`src/rtl/lpg_pkg.sv`:
```
`default_nettype none

package lpg_pkg;

    typedef logic [7:0] t_mode;

    typedef struct packed {
        logic [7:0] red;
        logic [7:0] green;
        logic [7:0] blue;
        logic       link_alive;
    } t_result;

    localparam logic [7:0] CFG_STATION_ID = 8'd0;
    localparam logic [7:0] CFG_ALARM_CODE = 8'd1;

    localparam logic OP_TICK  = 1'b0;
    localparam logic OP_FRAME = 1'b1;

    localparam t_mode MODE_BREATHE_RED     = 8'd1;
    localparam t_mode MODE_BREATHE_GREEN   = 8'd2;
    localparam t_mode MODE_BLINK_GREEN     = 8'd3;
    localparam t_mode MODE_BREATHE_CYAN    = 8'd4;
    localparam t_mode MODE_BREATHE_YELLOW  = 8'd5;
    localparam t_mode MODE_BLINK_MAGENTA   = 8'd6;
    localparam t_mode MODE_BLINK_YELLOW    = 8'd7;
    localparam t_mode MODE_BREATHE_MAGENTA = 8'd8;

    localparam logic [7:0]  DIM_TOP      = 8'd254;
    localparam logic [7:0]  DIM_BOTTOM   = 8'd1;
    localparam logic [15:0] BLINK_ON_MS  = 16'd200;
    localparam logic [15:0] BLINK_END_MS = 16'd300;
    localparam logic [15:0] FAST_STEP_MS = 16'd1;
    localparam logic [15:0] SLOW_STEP_MS = 16'd10;
    localparam logic [15:0] PHASE_MAX    = 16'hFFFF;
    localparam logic [10:0] LINK_MAX     = 11'h7FF;
    localparam logic [10:0] LINK_TIMEOUT = 11'd1000;

endpackage

`default_nettype wire

```
`src/rtl/led_pattern_generator_core.sv`:
```
// Drives one RGB colour and a link-alive flag from a stream of items. An
// input item is either a one millisecond tick (opcode 0) or a received
// command frame (opcode 1, with target and value bytes). Every accepted item
// gives exactly one result item carrying the colour and the link flag.
//
// Both channels use valid/stall: an item moves on a rising edge where valid
// is high and stall is low. The configuration port (valid/ready, index, data)
// writes the station id (index 0) and the alarm reset code (index 1); it is
// always ready and other indexes are ignored.
//
// Throughput is one item per cycle while o_in_stall is low; the state
// update is a single combinational pass from the state registers. A
// one-entry skid stage lets an item be taken while a result waits, so
// o_in_stall rises only when both the output register and the skid entry
// are full under i_out_stall.
//
// Synchronous active-low reset clears the mode, counters, colour and
// station registers, sets the dimmer direction to rising and empties both
// the output register and the skid entry.
`default_nettype none

module led_pattern_generator_core (
    input  wire logic       i_clk,
    input  wire logic       i_rst_n,

    input  wire logic       i_cfg_valid,
    output logic            o_cfg_ready,
    input  wire logic [7:0] i_cfg_index,
    input  wire logic [7:0] i_cfg_data,

    input  wire logic       i_in_valid,
    output logic            o_in_stall,
    input  wire logic       i_opcode,
    input  wire logic [7:0] i_frame_target,
    input  wire logic [7:0] i_frame_value,

    output logic            o_out_valid,
    input  wire logic       i_out_stall,
    output logic [7:0]      o_red,
    output logic [7:0]      o_green,
    output logic [7:0]      o_blue,
    output logic            o_link_alive
);
    import lpg_pkg::*;

    logic [7:0]  r_station_id;
    logic [7:0]  r_alarm_code;

    t_mode       r_light_mode,    n_light_mode;
    logic [15:0] r_phase_elapsed, n_phase_elapsed;
    logic [7:0]  r_dimmer_level,  n_dimmer_level;
    logic        r_rising,        n_rising;
    logic [10:0] r_link_elapsed,  n_link_elapsed;
    logic [7:0]  r_red,           n_red;
    logic [7:0]  r_green,         n_green;
    logic [7:0]  r_blue,          n_blue;

    logic        r_out_valid;
    t_result     r_out;
    logic        r_skid_valid;
    t_result     r_skid;

    logic        accept;
    logic        out_free;
    t_result     result;

    logic [15:0] phase_tick;
    logic [15:0] step_limit;
    logic        step;
    logic        step_rising;
    logic [7:0]  step_level;
    logic        breathe;

    assign o_cfg_ready = 1'b1;
    assign o_in_stall  = r_skid_valid;
    assign accept      = i_in_valid && !r_skid_valid;
    assign out_free    = !r_out_valid || !i_out_stall;

    // event then mode logic
    always_comb begin
        n_light_mode   = r_light_mode;
        n_link_elapsed = r_link_elapsed;
        phase_tick     = r_phase_elapsed;
        if (i_opcode == OP_TICK) begin
            if (r_phase_elapsed < PHASE_MAX)
                phase_tick = r_phase_elapsed + 16'd1;
            if (r_link_elapsed < LINK_MAX)
                n_link_elapsed = r_link_elapsed + 11'd1;
        end else if (i_frame_target == r_station_id) begin
            n_link_elapsed = '0;
            if (i_frame_value != r_alarm_code)
                n_light_mode = i_frame_value;
        end

        step_limit  = (n_light_mode == MODE_BREATHE_RED) ? FAST_STEP_MS : SLOW_STEP_MS;
        step        = phase_tick > step_limit;
        if (r_dimmer_level >= DIM_TOP)
            step_rising = 1'b0;
        else if (r_dimmer_level <= DIM_BOTTOM)
            step_rising = 1'b1;
        else
            step_rising = r_rising;
        step_level  = step_rising ? r_dimmer_level + 8'd1 : r_dimmer_level - 8'd1;

        n_phase_elapsed = phase_tick;
        n_dimmer_level  = r_dimmer_level;
        n_rising        = r_rising;
        n_red           = r_red;
        n_green         = r_green;
        n_blue          = r_blue;
        breathe         = 1'b0;

        unique case (n_light_mode)
            MODE_BREATHE_RED, MODE_BREATHE_GREEN, MODE_BREATHE_CYAN,
            MODE_BREATHE_YELLOW, MODE_BREATHE_MAGENTA: begin
                breathe = step;
            end
            MODE_BLINK_GREEN, MODE_BLINK_MAGENTA, MODE_BLINK_YELLOW: begin
                if (phase_tick < BLINK_ON_MS) begin
                    n_red   = (n_light_mode == MODE_BLINK_GREEN) ? 8'd0 : DIM_TOP;
                    n_green = (n_light_mode == MODE_BLINK_MAGENTA) ? 8'd0 : DIM_TOP;
                    n_blue  = (n_light_mode == MODE_BLINK_MAGENTA) ? DIM_TOP : 8'd0;
                end
                if (phase_tick > BLINK_ON_MS && phase_tick < BLINK_END_MS) begin
                    n_red   = '0;
                    n_green = '0;
                    n_blue  = '0;
                end
                if (phase_tick > BLINK_END_MS)
                    n_phase_elapsed = '0;
            end
            default: begin
            end
        endcase

        if (breathe) begin
            n_phase_elapsed = '0;
            n_rising        = step_rising;
            n_dimmer_level  = step_level;
            n_red   = (n_light_mode == MODE_BREATHE_RED || n_light_mode == MODE_BREATHE_YELLOW
                       || n_light_mode == MODE_BREATHE_MAGENTA) ? step_level : 8'd0;
            n_green = (n_light_mode == MODE_BREATHE_GREEN || n_light_mode == MODE_BREATHE_CYAN
                       || n_light_mode == MODE_BREATHE_YELLOW) ? step_level : 8'd0;
            n_blue  = (n_light_mode == MODE_BREATHE_CYAN
                       || n_light_mode == MODE_BREATHE_MAGENTA) ? step_level : 8'd0;
        end

        result.red        = n_red;
        result.green      = n_green;
        result.blue       = n_blue;
        result.link_alive = n_link_elapsed <= LINK_TIMEOUT;
    end

    always_ff @(posedge i_clk) begin
        if (!i_rst_n) begin
            r_station_id    <= '0;
            r_alarm_code    <= '0;
            r_light_mode    <= '0;
            r_phase_elapsed <= '0;
            r_dimmer_level  <= '0;
            r_rising        <= 1'b1;
            r_link_elapsed  <= '0;
            r_red           <= '0;
            r_green         <= '0;
            r_blue          <= '0;
        end else begin
            if (i_cfg_valid) begin
                if (i_cfg_index == CFG_STATION_ID)
                    r_station_id <= i_cfg_data;
                else if (i_cfg_index == CFG_ALARM_CODE)
                    r_alarm_code <= i_cfg_data;
            end
            if (accept) begin
                r_light_mode    <= n_light_mode;
                r_phase_elapsed <= n_phase_elapsed;
                r_dimmer_level  <= n_dimmer_level;
                r_rising        <= n_rising;
                r_link_elapsed  <= n_link_elapsed;
                r_red           <= n_red;
                r_green         <= n_green;
                r_blue          <= n_blue;
            end
        end
    end

    // output register with one skid entry
    always_ff @(posedge i_clk) begin
        if (!i_rst_n) begin
            r_out_valid  <= 1'b0;
            r_skid_valid <= 1'b0;
        end else begin
            if (out_free) begin
                if (r_skid_valid) begin
                    r_out_valid  <= 1'b1;
                    r_skid_valid <= 1'b0;
                end else begin
                    r_out_valid <= accept;
                end
            end else if (accept) begin
                r_skid_valid <= 1'b1;
            end
        end
    end

    always_ff @(posedge i_clk) begin
        if (out_free) begin
            if (r_skid_valid)
                r_out <= r_skid;
            else if (accept)
                r_out <= result;
        end else if (accept) begin
            r_skid <= result;
        end
    end

    assign o_out_valid  = r_out_valid;
    assign o_red        = r_out.red;
    assign o_green      = r_out.green;
    assign o_blue       = r_out.blue;
    assign o_link_alive = r_out.link_alive;

`ifndef ASSERT_OFF
    a_stall_needs_result: assert property (@(posedge i_clk) disable iff (!i_rst_n)
        o_in_stall |-> o_out_valid)
        else $error("skid entry full with empty output register");

    a_skid_fills: assert property (@(posedge i_clk) disable iff (!i_rst_n)
        (accept && r_out_valid && i_out_stall) |=> o_in_stall)
        else $error("item taken under stall not held in skid entry");

    a_frame_refreshes_link: assert property (@(posedge i_clk) disable iff (!i_rst_n)
        (accept && i_opcode == OP_FRAME && i_frame_target == r_station_id)
        |=> (r_link_elapsed == 11'd0))
        else $error("addressed frame did not clear the link watchdog");

    a_mode_holds_when_idle: assert property (@(posedge i_clk) disable iff (!i_rst_n)
        !accept |=> $stable(r_light_mode) && $stable(r_phase_elapsed))
        else $error("state moved without an item");
`endif

endmodule

`default_nettype wire
```
`config.mk`:
```
export PLATFORM = sky130hd
export DESIGN_NAME = led_pattern_generator_core
export DESIGN_NICKNAME = d
export VERILOG_FILES = /design/src/rtl/lpg_pkg.sv /design/src/rtl/led_pattern_generator_core.sv
export SDC_FILE = /design/constraint.sdc
export NUM_CORES = 1
export LEC_CHECK = 0
export BUFFER_PORTS_ARGS = -buffer_cell sky130_fd_sc_hd__buf_2
export CORE_MARGIN = 1
export CORE_UTILIZATION = 61
export CTS_CLUSTER_DIAMETER = 80
export DETAILED_ROUTE_END_ITERATION = 8
export PLACE_DENSITY = 0.86
export RECOVER_POWER = 25
export SETUP_SLACK_MARGIN = 0.15
export SYNTH_ARGS = -nofsm -noshare
export SYNTH_HDL_FRONTEND = slang
export SYNTH_SLANG_ARGS = --single-unit
```
`constraint.sdc`:
```
create_clock -name i_clk -period 5.54 [get_ports i_clk]
set_clock_uncertainty 0.05 [all_clocks]
set_input_delay 1.108 -clock i_clk [delete_from_list [all_inputs] [get_ports i_clk]]
set_output_delay 1.108 -clock i_clk [all_outputs]
set_load 0.02 [all_outputs]
```
# Word-level counts from Yosys, hierarchy flattened

Cells that the tools add are included.

Register bits: 136
Bits of input ports: 38
Output and inout bits: 28
Logic and storage cells: 106

$add $sub $neg: 4
$lt $le $gt $ge: 10
Equal/unequal tests: 11
Muxes and demuxes: 37
Bitwise operators: 3
Reductions and logical operators: 21

Operators by type and width:

| cell                    | number |
|---|---|
| $mux W8                 | 22 |
| $mux W16                | 5 |
| $mux W25                | 2 |
| $mux W11                | 3 |
| $eq A8 B3 Y1 const B    | 4 |
| $add A16 B1 Y16 const B | 1 |
| $eq A8 B1 Y1 const B    | 2 |
| $eq A8 B2 Y1 const B    | 2 |
| $gt A16 B4 Y1           | 1 |
| $gt A16 B8 Y1 const B   | 1 |
| $gt A16 B9 Y1 const B   | 1 |
| $lt A16 B16 Y1 const B  | 1 |
| $lt A16 B8 Y1 const B   | 1 |
| $lt A16 B9 Y1 const B   | 1 |
| $add A11 B1 Y11 const B | 1 |
| $le A11 B10 Y1 const B  | 1 |
| $lt A11 B11 Y1 const B  | 1 |
| $add A8 B1 Y8 const B   | 1 |
| $eq A8 B4 Y1 const B    | 1 |
| $eq A8 B8 Y1            | 1 |
| $ge A8 B8 Y1 const B    | 1 |
| $le A8 B1 Y1 const B    | 1 |
| $logic_not A8 Y1        | 1 |
| $ne A8 B8 Y1            | 1 |
| 13 further kinds        | 29 |

# Longest topological paths before layout

Depth in word-level cells: 12
Gate-level depth with buffers: 19
Gate-level depth less buffers: 14

# Least setup slack after synthesis

Ideal clock, no wire load.

Kind: input-to-reg
Start point: input i_frame_value[4]
End point: register r_out (netlist bit o_red[4]), data pin
Library setup time: 0.180 ns
Arrival time: 4.665 ns
Data required time: 5.310 ns
Path slack: 0.645 ns
Cell stages on the path: 15
Buffers on the path: 3
Cells stage by stage: or4_1 -> or2_2 -> or4b_2 -> o21ai_0 -> ha_1 -> a211oi_1 -> a31oi_1 -> o22ai_1 -> and4_4 -> buf_6 -> a21o_1 -> buf_2 -> nand3_1 -> buf_2 -> o311ai_1

Cells in the longest elaborated chain, start to end: 12
Elaborated cells on any way between the ends: 27
Classes of those cells: 1 x order compare; 9 x eq/ne; 13 x mux; 4 x reduce/logical

RTL lines:

| element                                                               | RTL line                          | RTL |
|---|---|---|
| from (decl)                                                           | led_pattern_generator_core.sv:35  | `input wire logic [7:0] i_frame_value,` |
| $ne A8 B8 Y1                                                          | led_pattern_generator_core.sv:91  | `if (i_frame_value != r_alarm_code)` |
| $mux W8 *                                                             | led_pattern_generator_core.sv:91  |  |
| $mux W8 *                                                             | led_pattern_generator_core.sv:89  | `end else if (i_frame_target == r_station_id) begin` |
| $mux W8 *                                                             | led_pattern_generator_core.sv:84  | `if (i_opcode == OP_TICK) begin` |
| parallel branches: the longest is 5 deep, another holds $gt A16 B4 Y1 | --                                |  |
| $mux W8 *                                                             | led_pattern_generator_core.sv:136 | `if (breathe) begin` |
| $mux W25 *                                                            | led_pattern_generator_core.sv:209 | `else if (accept)` |
| $mux W25 *                                                            | led_pattern_generator_core.sv:207 | `if (r_skid_valid)` |
| to (signal assigned)                                                  | led_pattern_generator_core.sv:208 | `r_out <= r_skid;` |
| to (signal assigned)                                                  | led_pattern_generator_core.sv:210 | `r_out <= result;` |
| to (decl)                                                             | led_pattern_generator_core.sv:59  | `t_result r_out;` |

Every way passes the cells marked *. The select of a mux whose other input is x is not followed.
A chain may end at the register's enable or synchronous reset.

# Final worst setup path

Start point: input i_frame_value[4]
End point: register r_out (netlist bit o_red[0]), data pin

Cells in the longest elaborated chain, start to end: 11
Elaborated cells on any way between the ends: 24
Classes of those cells: 1 x order compare; 9 x eq/ne; 10 x mux; 4 x reduce/logical

RTL lines:

| element                                                    | RTL line |
|---|---|
| $ne A8 B8 Y1                                               | led_pattern_generator_core.sv:91 |
| $mux W8 *                                                  | led_pattern_generator_core.sv:91 |
| $mux W8 *                                                  | led_pattern_generator_core.sv:89 |
| $mux W8 *                                                  | led_pattern_generator_core.sv:84 |
| $eq A8 B1 Y1 / $eq A8 B3 Y1 (equally long branches)        | led_pattern_generator_core.sv:95, led_pattern_generator_core.sv:113, led_pattern_generator_core.sv:140 |
| $mux W4 / $logic_or A1 B1 Y1 (equally long branches)       | led_pattern_generator_core.sv:95, led_pattern_generator_core.sv:140 |
| $gt A16 B4 Y1 / $logic_or A1 B1 Y1 (equally long branches) | led_pattern_generator_core.sv:96, led_pattern_generator_core.sv:141 |
| $mux W1 / $mux W8 (equally long branches)                  | led_pattern_generator_core.sv:113, led_pattern_generator_core.sv:141 |
| $mux W8 *                                                  | led_pattern_generator_core.sv:136 |
| $mux W25 *                                                 | led_pattern_generator_core.sv:209 |
| $mux W25 *                                                 | led_pattern_generator_core.sv:207 |

Mark *: on every way between the ends. The rest lies on a longest branch, timed or not. The select of a mux whose other input is x is not followed.

==> metrics.txt <==
Final Max Slew Viols=69; Worst path slowest cell=or4_1; worst path cell trace=buf_2 > or4_1 > or2_2 > or4b_2 > o21ai_0 > ha_1 > a211oi_1 > a31oi_1 > o22ai_1 > and4_4 > a21o_1 > buf_4 > nand3_1 > o31ai_1; Area contributors post-synth=dfxtp_1, edfxtp_1, nor2_1, mux2i_1, a21oi_1; detailed-route wire length per cell=17.7 um; mean area per synthesized cell=8.80 um^2; YS warnings=0; status=finished with violations; Setup CP Type=input port to flip-flop; clock latency on the worst-skew pair=0.43 ns; Initial Utilization=0.626; Post-Syn Area=0.00829 mm^2; initial antenna violation count=0; simple logic cell fraction of the synthesized area=0.224; Max-cap violations=2; layout cells sized above 1=0.128; GP Congestion=0.927; Final Power=2.48 mW; largest family of logic cells by synthesized area=compound AO/OA/AOI/OAI gates; Detailed Route WL=20.4 mm; Internal=1.92 mW; vias=7534; 1st-iter DRT viols=754; TritonCTS Sinks=136; io pins=66; Synth Area in XOR/XNOR=0.0379; Core ar.=0.0132 mm^2; nets=1009; top post-synthesis cells by count=nor2_1, dfxtp_1, nand2_1, a21oi_1, edfxtp_1; post-CTS setup buffer count=0; share of the synthesized area in the top cell type=0.208; TNS Setup=0 ns; post-CTS sizing=0; area delta synth->final=11.3%; Synth Area in Compound Gates=0.234; Worst Setup End Kind=flip-flop; post-route minimum period=5.15 ns; DRC violations left=0; Port Buffers=64; largest net degree at the start of global routing=52; Post-CTS Hold Buffers=0; # rows=42; Comb pwr share=0.067; ANT cells=0; first-pass GRT wire length=34.0 mm; violated checks=capacitance limit, slew limit; switching power=556 uW; Flop pwr share=0.436; Reg area=0.00322 mm^2; number of synthesized flops with an enable pin=50; Req. time, crit path=5.73 ns; f_max=194 MHz; Yosys cell types=88; final hold vios=0; gr ovfl total=0; RSZ-0062 raised after global routing=no; remaining antenna violation count=0; dpl ws=0.0485 ns; drt first pass iters=5; CP Launch Type=input port; post-synthesis sequential area ratio=0.389; Die ar.=0.0141 mm^2; Crit path largest cell delay=0.61 ns; HP Class=flip-flop to flip-flop; Slew @ Worst Pin=1.96 ns; Synth Net Count=989; root buffer cell=clkbuf_16; power share of the clock group=0.497; PD cells=269 mW/mm^2; fin crit share=0.930; fin util=0.696; cts bufs inserted=17; Pleak=3.25 nW; Sw Ratio=0.224; CTS tree=built; Synth Area in Adders=0.0136; DIE HEIGHT=119 um; Post-Synthesis Cells=942; FF+latch count, synth=136; Final WS setup=0.387 ns; maximum root-to-sink buffer count=2; filler instances=1063; CP max FO=24; Synth async-reset ratio=0; Worst IR Drop VDD=0.213 mV; Post-DP HPWL=13.0 mm; Clock transition at path regs=0.06 ns; area of the multi-input gates=0.00463 mm^2; CP arrival=5.34 ns; CTS HTree Levels=4; Post-synth top flop=dfxtp_1; fin area=0.00922 mm^2; dominant cell type by area after synthesis=dfxtp_1; gr usage total=0.299; relative slew slack=-0.304; vias in the first global route=6977; Setup Viol. Count Final=0; cell area after placement=0.00862 mm^2; die width=119 um; dominant cell by count in the synthesized netlist=nor2_1; Vias per Instance=6.55; mux share of post-synthesis cell area=0.0461
## critical path, delay by kind of cell
family	cells	cell delay (ns)
AO/OA/AOI/OAI	6	1.29
AND/OR/NAND/NOR	5	2.24
adder cells (fa/ha/maj)	1	0.32
buffers and inverters	2	0.39
## power by group through the flow
stage	Clock, mW	Combinational, mW	Sequential, mW
3_5_place_dp	0	0.168	1.10
3_3_place_gp	0	0.165	1.10
5_1_grt	1.29	0.183	1.08
6_report	1.23	0.167	1.08
2_1_floorplan	0	0.101	1.11
4_1_cts	1.24	0.170	1.08
## flip-flops by register name, summed over array words and instances, names as in the netlist, 8 cells and up
| register | count |
|---|---|
| r_blue | 8 |
| r_link_elapsed | 11 |
| r_green | 8 |
| r_red | 8 |
| r_station_id | 8 |
| r_dimmer_level | 8 |
| o_blue | 8 |
| o_green | 8 |
| r_light_mode | 8 |
| o_red | 8 |
| r_alarm_code | 8 |
| r_skid | 25 |
| r_phase_elapsed | 16 |
## metrics by stage
step | hold WS [ns] | std cells
4_1_cts | 0.449 | 1151
3_5_place_dp | 0.429 | 1119
2_1_floorplan | 0.401 | 942
5_1_grt | 0.475 | 1151
3_3_place_gp | 0.429 | 1119
6_report | 0.457 | 1151
## cell families (layout without fill, tap and decap cells)
group	after synthesis	after routing
and+or+nand+nor	346	346
AOI/OAI and AO/OA	275	275
DFF	136	136
buffers and inverters	103	136
muxes	37	37
xor gates and xnor gates	35	35
adders and majority gates	9	9
other	1	1
## final timing paths
check	depth (start not counted)	start	slack, ns	endpoint
setup / recovery	14	i_frame_value[4]	0.39	o_red[0]$_DFFE_PP_
hold / removal	2	r_light_mode[6]$_SDFFE_PN0P_	0.46	r_light_mode[6]$_SDFFE_PN0P_
setup reg to reg	15	r_phase_elapsed[0]$_SDFFE_PN0P_	0.94	o_red[0]$_DFFE_PP_
hold reg to reg	2	r_light_mode[6]$_SDFFE_PN0P_	0.46	r_light_mode[6]$_SDFFE_PN0P_
## per-layer routing
metal | global-route usage | part of all wire | wire, um
met1 | 0.404 | 0.44 | 8980
met2 | 0.471 | 0.47 | 9600
met3 | 0.0647 | 0.068 | 1380
met4 | 0.111 | 0.021 | 419
met5 | 0 | 0 | 0
## area by class of cell
type / instances / share of cell area
Tap cell: 176 / 0.0239
Clock inverter: 14 / 0.0221
Multi-Input combinational cell: 703 / 0.502
Timing Repair Buffer: 81 / 0.0455
Clock buffer: 18 / 0.0476
Inverter: 23 / 0.00936
Sequential cell: 136 / 0.350
## cell usage in the layout, fill, tap and decap left out, types with 7 or more instances in the layout
cell type,netlist,routed
a211o_1,8,8
a211oi_1,12,12
a21boi_0,14,14
a21oi_1,57,56
a221oi_1,7,7
a31oi_1,31,31
and2_1,7,7
and3_1,10,10
buf_2,26,37
buf_4,6,14
clkbuf_1,40,29
clkbuf_16,0,17
dfxtp_1,86,86
edfxtp_1,50,50
ha_1,9,9
inv_1,21,20
mux2i_1,33,33
nand2_1,75,74
nand2b_1,8,8
nand3_1,34,34
nand4_1,18,18
nor2_1,90,89
nor3_1,27,27
nor4_1,11,10
o211ai_1,19,19
o21a_1,9,9
o21ai_0,42,42
o31ai_1,13,13
or4_1,10,10
xnor2_1,19,19
xor2_1,15,15
Power figures use the tool's default switching activity.
